===== src/rtl/multi_click_button_detector_top_defines.svh =====
// Assertion helpers for the button detector.
// Both forms sample on clk and are disabled while rst is high.
`ifndef MULTI_CLICK_BUTTON_DETECTOR_TOP_DEFINES_SVH
`define MULTI_CLICK_BUTTON_DETECTOR_TOP_DEFINES_SVH
`ifndef SYNTH
`define MCB_ASSERT(name, ante, cons) \
  name: assert property (@(posedge clk) disable iff (rst) (ante) |-> (cons)) \
    else $error("button detector check failed");
`define MCB_ASSERT_NEXT(name, ante, cons) \
  name: assert property (@(posedge clk) disable iff (rst) (ante) |=> (cons)) \
    else $error("button detector check failed");
`else
`define MCB_ASSERT(name, ante, cons)
`define MCB_ASSERT_NEXT(name, ante, cons)
`endif
`endif


===== src/rtl/mcb_pkg.sv =====
package mcb_pkg;

  localparam int BUTTONS    = 2;
  localparam int MAX_HITS   = 6;
  localparam int TIME_BITS  = 16;
  localparam int CODE_W     = 3;
  localparam int BTN_W      = 1;
  localparam int CFG_W      = 16;
  localparam int CFG_IDX_W  = 8;
  localparam int IN_DATA_W  = 8;
  localparam int OUT_DATA_W = 8;
  localparam int CMP_W      = (TIME_BITS > CFG_W) ? TIME_BITS : CFG_W;

  typedef logic [TIME_BITS-1:0] time_t;
  typedef logic [CODE_W-1:0]    code_t;
  typedef logic [BTN_W-1:0]     btn_t;
  typedef logic [CFG_W-1:0]     cfg_word_t;

  localparam code_t CODE_NONE = '0;
  localparam code_t CODE_LONG = CODE_W'(MAX_HITS + 1);
  localparam code_t CODE_SAT  = CODE_W'(MAX_HITS);
  localparam btn_t  BTN_LAST  = BTN_W'(BUTTONS - 1);

  localparam logic CMD_TICK = 1'b0;
  localparam logic CMD_READ = 1'b1;

  localparam logic [CFG_IDX_W-1:0] REG_CONFIRM = CFG_IDX_W'(0);
  localparam logic [CFG_IDX_W-1:0] REG_SHORT   = CFG_IDX_W'(1);
  localparam logic [CFG_IDX_W-1:0] REG_LONG    = CFG_IDX_W'(2);
  localparam logic [CFG_IDX_W-1:0] REG_GAP     = CFG_IDX_W'(3);

  typedef enum logic [2:0] {
    PH_RELEASE,
    PH_CONFIRM,
    PH_SHORT,
    PH_LONG,
    PH_WAIT
  } phase_t;

  typedef enum logic [1:0] {
    ST_IDLE,
    ST_SCAN,
    ST_FLUSH,
    ST_RESULT
  } seq_state_t;

  typedef struct packed {
    phase_t phase;
    time_t  last_change;
    code_t  pend_code;
    code_t  fin_code;
  } entry_t;

  localparam entry_t ENTRY_RESET = '{
    phase:       PH_RELEASE,
    last_change: '0,
    pend_code:   CODE_NONE,
    fin_code:    CODE_NONE
  };

  typedef struct packed {
    cfg_word_t confirm_ticks;
    cfg_word_t short_ticks;
    cfg_word_t long_ticks;
    cfg_word_t gap_ticks;
  } cfg_t;

  typedef struct packed {
    logic   rd_en;
    btn_t   rd_addr;
    logic   wr_en;
    btn_t   wr_addr;
    entry_t wr_data;
  } mem_req_t;

endpackage


===== src/rtl/mcb_cfg_regs.sv =====
module mcb_cfg_regs (
  input  logic                             clk,
  input  logic                             rst,
  input  logic                             wr_en,
  input  logic [mcb_pkg::CFG_IDX_W-1:0]    wr_index,
  input  logic [mcb_pkg::CFG_W-1:0]        wr_data,
  output mcb_pkg::cfg_t                    cfg
);
  import mcb_pkg::*;

  always_ff @(posedge clk) begin
    if (rst) begin
      cfg.confirm_ticks <= CFG_W'(20);
      cfg.short_ticks   <= CFG_W'(50);
      cfg.long_ticks    <= CFG_W'(100);
      cfg.gap_ticks     <= CFG_W'(30);
    end else if (wr_en) begin
      case (wr_index)
        REG_CONFIRM: cfg.confirm_ticks <= wr_data;
        REG_SHORT:   cfg.short_ticks   <= wr_data;
        REG_LONG:    cfg.long_ticks    <= wr_data;
        REG_GAP:     cfg.gap_ticks     <= wr_data;
        default: begin
        end
      endcase
    end
  end

endmodule


===== src/rtl/mcb_state_mem.sv =====
module mcb_state_mem (
  input  logic              clk,
  input  logic              rst,
  input  mcb_pkg::mem_req_t req,
  output mcb_pkg::entry_t   rd_data
);
  import mcb_pkg::*;

  entry_t             mem [BUTTONS];
  logic [BUTTONS-1:0] valid;
  entry_t             rd_raw;
  logic               rd_valid;

  // An entry never written since reset reads as its reset value.
  always_ff @(posedge clk) begin
    if (rst) begin
      valid    <= '0;
      rd_valid <= 1'b0;
    end else begin
      if (req.wr_en) begin
        valid[req.wr_addr] <= 1'b1;
      end
      if (req.rd_en) begin
        rd_valid <= valid[req.rd_addr];
      end
    end
  end

  always_ff @(posedge clk) begin
    if (req.wr_en) begin
      mem[req.wr_addr] <= req.wr_data;
    end
    if (req.rd_en) begin
      rd_raw <= mem[req.rd_addr];
    end
  end

  assign rd_data = rd_valid ? rd_raw : ENTRY_RESET;

endmodule


===== src/rtl/mcb_button_step.sv =====
module mcb_button_step (
  input  mcb_pkg::entry_t cur,
  input  logic            down,
  input  mcb_pkg::time_t  time_now,
  input  mcb_pkg::cfg_t   cfg,
  output mcb_pkg::entry_t nxt
);
  import mcb_pkg::*;

  time_t            elapsed;
  logic [CMP_W-1:0] el_cmp;
  logic             over_confirm;
  logic             over_short;
  logic             over_long;
  logic             over_gap;

  assign elapsed      = time_now - cur.last_change;
  assign el_cmp       = CMP_W'(elapsed);
  assign over_confirm = el_cmp > CMP_W'(cfg.confirm_ticks);
  assign over_short   = el_cmp > CMP_W'(cfg.short_ticks);
  assign over_long    = el_cmp > CMP_W'(cfg.long_ticks);
  assign over_gap     = el_cmp > CMP_W'(cfg.gap_ticks);

  always_comb begin
    nxt = cur;
    case (cur.phase)
      PH_RELEASE: begin
        nxt.pend_code = CODE_NONE;
        if (down && over_confirm) begin
          nxt.phase       = PH_CONFIRM;
          nxt.last_change = time_now;
        end
      end
      PH_CONFIRM: begin
        if (!down) begin
          nxt.phase       = PH_RELEASE;
          nxt.last_change = time_now;
        end else if (over_short) begin
          nxt.phase       = PH_SHORT;
          nxt.last_change = time_now;
        end
      end
      PH_SHORT: begin
        if (!down) begin
          if (cur.pend_code < CODE_SAT) begin
            nxt.pend_code = cur.pend_code + CODE_W'(1);
          end
          nxt.phase       = PH_WAIT;
          nxt.last_change = time_now;
        end else if (over_long) begin
          nxt.pend_code   = CODE_LONG;
          nxt.phase       = PH_LONG;
          nxt.last_change = time_now;
        end
      end
      PH_LONG: begin
        nxt.last_change = time_now;
        if (!down) begin
          nxt.fin_code = cur.pend_code;
          nxt.phase    = PH_RELEASE;
        end
      end
      PH_WAIT: begin
        if (!down) begin
          if (over_gap) begin
            nxt.fin_code    = cur.pend_code;
            nxt.phase       = PH_RELEASE;
            nxt.last_change = time_now;
          end
        end else if (over_confirm) begin
          nxt.phase       = PH_CONFIRM;
          nxt.last_change = time_now;
        end
      end
      default: begin
      end
    endcase
  end

endmodule


===== src/rtl/multi_click_button_detector_top.sv =====
// Channel   Direction  Fields
// s_axis    in         tuser: cmd; tdata: pressed_bits, button_index
// m_axis    out        tdata: hit_code
// cfg       in         cfg_index, cfg_data (register write)
//
// A tick item first takes the transfer, then reads each button in turn through the single
// read port of the state memory, and ends with the write-back of the last button. A read
// item does the memory read, then the result load.
// A read result waits in its state while the output register is still full.
// Reset is synchronous and needs no clearing pass; per-entry valid bits stand in for it.
// Configuration writes are taken in any cycle.
`include "multi_click_button_detector_top_defines.svh"

module multi_click_button_detector_top (
  input  logic                                clk,
  input  logic                                rst,
  input  logic                                s_axis_tvalid,
  output logic                                s_axis_tready,
  // tdata: [1:0] pressed_bits, [2] button_index, [7:3] zero
  input  logic [mcb_pkg::IN_DATA_W-1:0]       s_axis_tdata,
  // tuser: [0] cmd
  input  logic                                s_axis_tuser,
  output logic                                m_axis_tvalid,
  input  logic                                m_axis_tready,
  // tdata: [2:0] hit_code, [7:3] zero
  output logic [mcb_pkg::OUT_DATA_W-1:0]      m_axis_tdata,
  input  logic                                cfg_valid,
  output logic                                cfg_ready,
  input  logic [mcb_pkg::CFG_IDX_W-1:0]       cfg_index,
  input  logic [mcb_pkg::CFG_W-1:0]           cfg_data
);
  import mcb_pkg::*;

  // Input fields as they come off the slave-side bus.
  logic               in_cmd;
  logic [BUTTONS-1:0] in_pressed;
  btn_t               in_idx;
  logic               in_accept;

  assign in_cmd     = s_axis_tuser;
  assign in_pressed = s_axis_tdata[BUTTONS-1:0];
  assign in_idx     = s_axis_tdata[BUTTONS +: BTN_W];
  assign in_accept  = s_axis_tvalid && s_axis_tready;

  // The configuration port never stalls.
  cfg_t cfg;
  assign cfg_ready = 1'b1;

  mcb_cfg_regs u_cfg (
    .clk      (clk),
    .rst      (rst),
    .wr_en    (cfg_valid && cfg_ready),
    .wr_index (cfg_index),
    .wr_data  (cfg_data),
    .cfg      (cfg)
  );

  // Sequencer state.
  seq_state_t         state;
  seq_state_t         state_next;
  btn_t               btn;
  time_t              time_now;
  logic [BUTTONS-1:0] pressed_q;
  logic               wb_valid;
  btn_t               wb_btn;
  btn_t               rd_btn_q;
  logic               in_range_q;
  logic               out_valid;
  logic               out_valid_next;
  code_t              out_code;
  logic               out_free;
  logic               out_load;

  mem_req_t mem_req;
  entry_t   rd_data;
  entry_t   step_next;

  mcb_state_mem u_mem (
    .clk     (clk),
    .rst     (rst),
    .req     (mem_req),
    .rd_data (rd_data)
  );

  // The entry read in the previous scan cycle is stepped here and written back.
  mcb_button_step u_step (
    .cur      (rd_data),
    .down     (pressed_q[wb_btn]),
    .time_now (time_now),
    .cfg      (cfg),
    .nxt      (step_next)
  );

  assign out_free = !out_valid || m_axis_tready;

  // Next state.
  always_comb begin
    state_next = state;
    case (state)
      ST_IDLE: begin
        if (in_accept) begin
          state_next = (in_cmd == CMD_TICK) ? ST_SCAN : ST_RESULT;
        end
      end
      ST_SCAN: begin
        if (btn == BTN_LAST) begin
          state_next = ST_FLUSH;
        end
      end
      ST_FLUSH: begin
        state_next = ST_IDLE;
      end
      ST_RESULT: begin
        if (out_free) begin
          state_next = ST_IDLE;
        end
      end
      default: begin
        state_next = ST_IDLE;
      end
    endcase
  end

  // Memory requests, intake and result load.
  always_comb begin
    s_axis_tready = (state == ST_IDLE);
    out_load      = 1'b0;
    mem_req       = '0;
    case (state)
      ST_IDLE: begin
        // A read item fetches its entry in the cycle of the transfer.
        mem_req.rd_en   = in_accept && (in_cmd == CMD_READ);
        mem_req.rd_addr = in_idx;
      end
      ST_SCAN: begin
        mem_req.rd_en   = 1'b1;
        mem_req.rd_addr = btn;
      end
      ST_RESULT: begin
        out_load                 = out_free;
        mem_req.wr_en            = out_free && in_range_q;
        mem_req.wr_addr          = rd_btn_q;
        mem_req.wr_data          = rd_data;
        mem_req.wr_data.fin_code = CODE_NONE;
      end
      default: begin
      end
    endcase
    // Write-back of a stepped button, in the cycle after its read.
    if (wb_valid) begin
      mem_req.wr_en   = 1'b1;
      mem_req.wr_addr = wb_btn;
      mem_req.wr_data = step_next;
    end
  end

  assign out_valid_next = out_load || (out_valid && !m_axis_tready);

  always_ff @(posedge clk) begin
    if (rst) begin
      state     <= ST_IDLE;
      btn       <= '0;
      time_now  <= '0;
      wb_valid  <= 1'b0;
      out_valid <= 1'b0;
    end else begin
      state     <= state_next;
      wb_valid  <= (state == ST_SCAN);
      out_valid <= out_valid_next;
      if (in_accept) begin
        btn <= '0;
        if (in_cmd == CMD_TICK) begin
          time_now <= time_now + TIME_BITS'(1);
        end
      end else if (state == ST_SCAN) begin
        btn <= btn + BTN_W'(1);
      end
    end
  end

  always_ff @(posedge clk) begin
    if (in_accept) begin
      pressed_q  <= in_pressed;
      rd_btn_q   <= in_idx;
      in_range_q <= int'(in_idx) < BUTTONS;
    end
    wb_btn <= btn;
    if (out_load) begin
      out_code <= in_range_q ? rd_data.fin_code : CODE_NONE;
    end
  end

  assign m_axis_tvalid = out_valid;
  assign m_axis_tdata  = {{(OUT_DATA_W - CODE_W){1'b0}}, out_code};

  // A read and a write in one cycle always go to different buttons.
  `MCB_ASSERT(a_no_entry_clash, mem_req.rd_en && mem_req.wr_en, mem_req.rd_addr != mem_req.wr_addr)
  // No new item is taken while a write-back is still due.
  `MCB_ASSERT(a_intake_after_wb, s_axis_tready, !wb_valid)
  // A tick advances the time counter by exactly one.
  `MCB_ASSERT_NEXT(a_tick_time, in_accept && (in_cmd == CMD_TICK), time_now == $past(time_now) + TIME_BITS'(1))
  // A read result is offered as soon as the output register is free.
  `MCB_ASSERT_NEXT(a_result_shown, (state == ST_RESULT) && out_free, m_axis_tvalid)

endmodule


===== config.mk =====
export PLATFORM = sky130hd
export DESIGN_NAME = multi_click_button_detector_top
export DESIGN_NICKNAME = d
export VERILOG_FILES = /design/src/rtl/mcb_pkg.sv /design/src/rtl/mcb_cfg_regs.sv /design/src/rtl/mcb_state_mem.sv /design/src/rtl/mcb_button_step.sv /design/src/rtl/multi_click_button_detector_top.sv
export VERILOG_INCLUDE_DIRS = /design/src /design/src/rtl
export SDC_FILE = /design/constraint.sdc
export NUM_CORES = 1
export LEC_CHECK = 0
export ABC_AREA = 1
export ABC_CLOCK_PERIOD_IN_PS = 4400
export BUFFER_PORTS_ARGS = -buffer_cell sky130_fd_sc_hd__buf_2
export CAP_MARGIN = 20
export CORE_MARGIN = 4
export CORE_UTILIZATION = 50
export CTS_CLUSTER_DIAMETER = 150
export DETAILED_ROUTE_END_ITERATION = 10
export PLACE_DENSITY = 0.67
export SKIP_CTS_REPAIR_TIMING = 1
export SYNTH_ARGS = -nofsm -noshare
export SYNTH_HDL_FRONTEND = slang
export SYNTH_SLANG_ARGS = --single-unit

===== constraint.sdc =====
create_clock -name clk -period 4.4 [get_ports clk]
set_input_delay 0.44 -clock clk [delete_from_list [all_inputs] [get_ports clk]]
set_output_delay 0.44 -clock clk [all_outputs]
set_load 0.01 [all_outputs]

==> qor.yml <==
start_util_pct: 50.6
tns_ns: 0
finalNetCount: 1671
portBuffers: 37
drv_cap: 0
syn_avg_cell_area_um2: 7.35
syn_area_um2: 11000
diodes: 0
cts_buffers: 17
seqCellArea_um2: 4220
die_area_um2: 24400
crit_arrival_ns: 4.35
cp_num_buf_inv: 2
gp_congestion: 0.904
num_rows: 54
crit_required_ns: 4.57
grt_pass1_wl_um: 45900
crit_top_cell: "nand2_1"
multi_input_area_um2: 5970
cp-start-kind: "flip-flop"
leakagePower_nw: 5.93
grt_pass1_vias: 9114
layout_commonest_cell: "nand2_1"
io_pins: 49
drt-initial-drc-count: 776
ys_seq_area_share_pct: 38.3
hold_class: "primary input to flip-flop"
synth-edff-count: 81
htree_levels: 4
synthFlopType: "dfxtp_1"
vias: 9744
dpl.cell_count: 1806
fmaxAchievable_mhz: 239
critPathCaptureType: "flip-flop"
cts_sinks: 170
clock_path_buffers: 2
drcViolationCount: 0
cpPeakStageDelay_ns: 0.38
via_per_inst: 5.29
wl_per_cell_um: 15.4
run_status: "finished clean"
cts-root-buf: "clkbuf_16"
wirelength_um: 28400
final_cell_mix: "462 x nand2_1, 161 x inv_1, 109 x a21oi_1, 101 x nor2_1, 94 x nand3_1"
fin_area_um2: 12500
setup_viol: 0
finClkSkew_ns: 0.0173
die_w_um: 156
hpwl_um: 19500
fin_crit_ns: 4.18
power_density_nw_per_um2: 423
layout-drive-gt1-share_pct: 14.0
finalNonFillerCells: 1843
cts_tree: "yes"
finalCritPeriodShare_pct: 95.0
crit_chain: "nand2_1 -> ha_1 -> a21oi_1 -> o21ai_2 -> a21oi_1 -> o21bai_2 -> a21boi_2 -> o21ai_2 -> buf_4 -> xor2_4 -> ha_1 -> nand4_1 -> nor3_4 -> nand3_2 -> nand3_4 -> buf_4 -> nand2_1 -> nand2_1 -> nand2_1 -> nand2_1 -> nand3_1 -> nand2_1 -> nand2_1"
drt_pre_antenna_iters: 5
grt_usage_pct: 23.3
ir_worst_vdd_uv: 277
finalHoldViolCount: 0
coreArea_um2: 21800
r2r_slack_ns: 0.22
place_area_um2: 11700
worstMarginPinSlew_ns: 1.10
grt_max_degree: 47
yosysWarnings: 0
postSynthCellCount: 1497
postSynth.asyncResetShare_pct: 0
maxSlewViolCount: 0
fillers: 2089
drtAntennaViolNets: 0
synth_cell_types: 50
area_growth_pct: 13.4
crit_family: "simple AND/OR/NAND/NOR gates"
cts.reportedPaths.clkPinSlew_ns: 0.07
antenna_found_initial: 0
critPathKind: "flip-flop to flip-flop"
slowest_stage: "dfxtp_4"
slew_headroom_pct: 27.0
ys_ff_latch: 170
clock_latency_ns: 0.44
die_h_um: 156
globalRouteOverflowTotal: 0
crit_fanout: 7
## cells by family (layout without fill, tap and decap cells)
kind of cell             after synthesis  after routing  synth area share, %
AO/OA/AOI/OAI                        275            275                 14.0
XOR/XNOR                              15             15                 1.19
adder cells (fa/ha/maj)               83             83                 9.51
buffers and inverters                235            297                 9.07
flip-flops                           170            170                 38.3
other                                  2              6               0.0682
AND/OR/NAND/NOR                      717            717                 27.9
## layer usage
layer	global-route usage, %	wire length (µm)
met5	0	0
met4	8.39	748
met3	3.57	1520
met2	37.3	12900
met1	32.3	13200
## worst reg2reg max path: cells and delay by family, from the launching register on
family | cells | cell delay [ns]
buffers and inverters | 2 | 0.35
XOR/XNOR | 1 | 0.16
adder cells (fa/ha/maj) | 2 | 0.70
AND/OR/NAND/NOR | 12 | 1.40
AO/OA/AOI/OAI | 6 | 0.92
flip-flops | 1 | 0.38
## power by group
part	internal [mW]	switching, mW	leakage [nW]
clock	0.750	0.714	0.276
combinational	0.766	1.29	4.19
sequential	1.74	0.0250	1.47
total	3.25	2.03	5.93
## synth_stat cells (2+ instances only)
library cell	number	share of area, %
buf_1	3	0.10
xor2_1	9	0.72
nor3_2	8	0.73
o211ai_2	4	0.45
o21ai_0	51	2.3
a21o_1	4	0.27
a31oi_1	4	0.23
edfxtp_1	81	22
conb_1	2	0.068
dfxtp_1	89	16
nand2_1	464	16
a21oi_1	115	5.2
nor2_1	103	3.5
inv_1	161	5.5
buf_4	11	0.75
o22ai_1	4	0.23
nand3_2	5	0.45
a21oi_2	15	1.2
xnor2_1	6	0.48
inv_2	9	0.31
nand3_1	94	4.3
nand2_2	12	0.68
nor2_2	3	0.17
o211ai_1	14	0.96
buf_6	6	0.61
clkbuf_1	21	0.72
nor3_1	7	0.32
o21ai_1	57	2.6
ha_1	82	9.3
buf_2	20	0.91
clkinv_1	3	0.10
nand4_1	6	0.34
or2_2	2	0.11
nor2_4	4	0.41
nand2_4	3	0.31
## final timing paths
kind,end,cells after the start,start
hold reg to reg,wb_btn$_DFF_P_,0,btn$_SDFFE_PP0P_
setup / recovery,u_mem.mem[0][13]$_DFFE_PP_,23,u_mem.rd_valid$_SDFFE_PP0P_
hold / removal,pressed_q[0]$_DFFE_PP_,1,s_axis_tdata[0]
setup reg to reg,u_mem.mem[0][13]$_DFFE_PP_,23,u_mem.rd_valid$_SDFFE_PP0P_
## layout make-up
| cell class | instances | area share, % |
|---|---|---|
| clock buffers | 18 | 3.44 |
| clock inverters | 14 | 1.09 |
| inverters | 174 | 5.29 |
| multi-input cells | 1096 | 47.9 |
| flip-flops and latches | 170 | 33.8 |
| well taps | 280 | 2.81 |
| repair buffers | 91 | 5.70 |
## flip-flops by register name, summed over array words and instances (netlist names)
name,cells
u_mem.valid,2
rd_btn_q,1
btn,1
u_mem.mem,50
wb_valid,1
state,2
wb_btn,1
u_cfg.cfg,64
out_code,3
m_axis_tvalid,1
u_mem.rd_valid,1
pressed_q,2
time_now,16
u_mem.rd_raw,25
## through the flow
step / power [mW] / util [%] / hold WS [ns] / setup slack, ns
final: 5.28 / 57.3 / 0.173 / 0.220
after global routing: 5.64 / 57.3 / 0.164 / -0.00404
after CTS: 5.19 / 56.2 / 0.161 / -0.130
after detailed placement: 3.72 / 53.6 / 0.402 / -0.101
after global placement: 3.67 / 53.6 / 0.397 / 0.0366
after floorplan: 3.10 / - / 0.385 / 0.328
No activity file was read; power rests on OpenSTA's default activity.
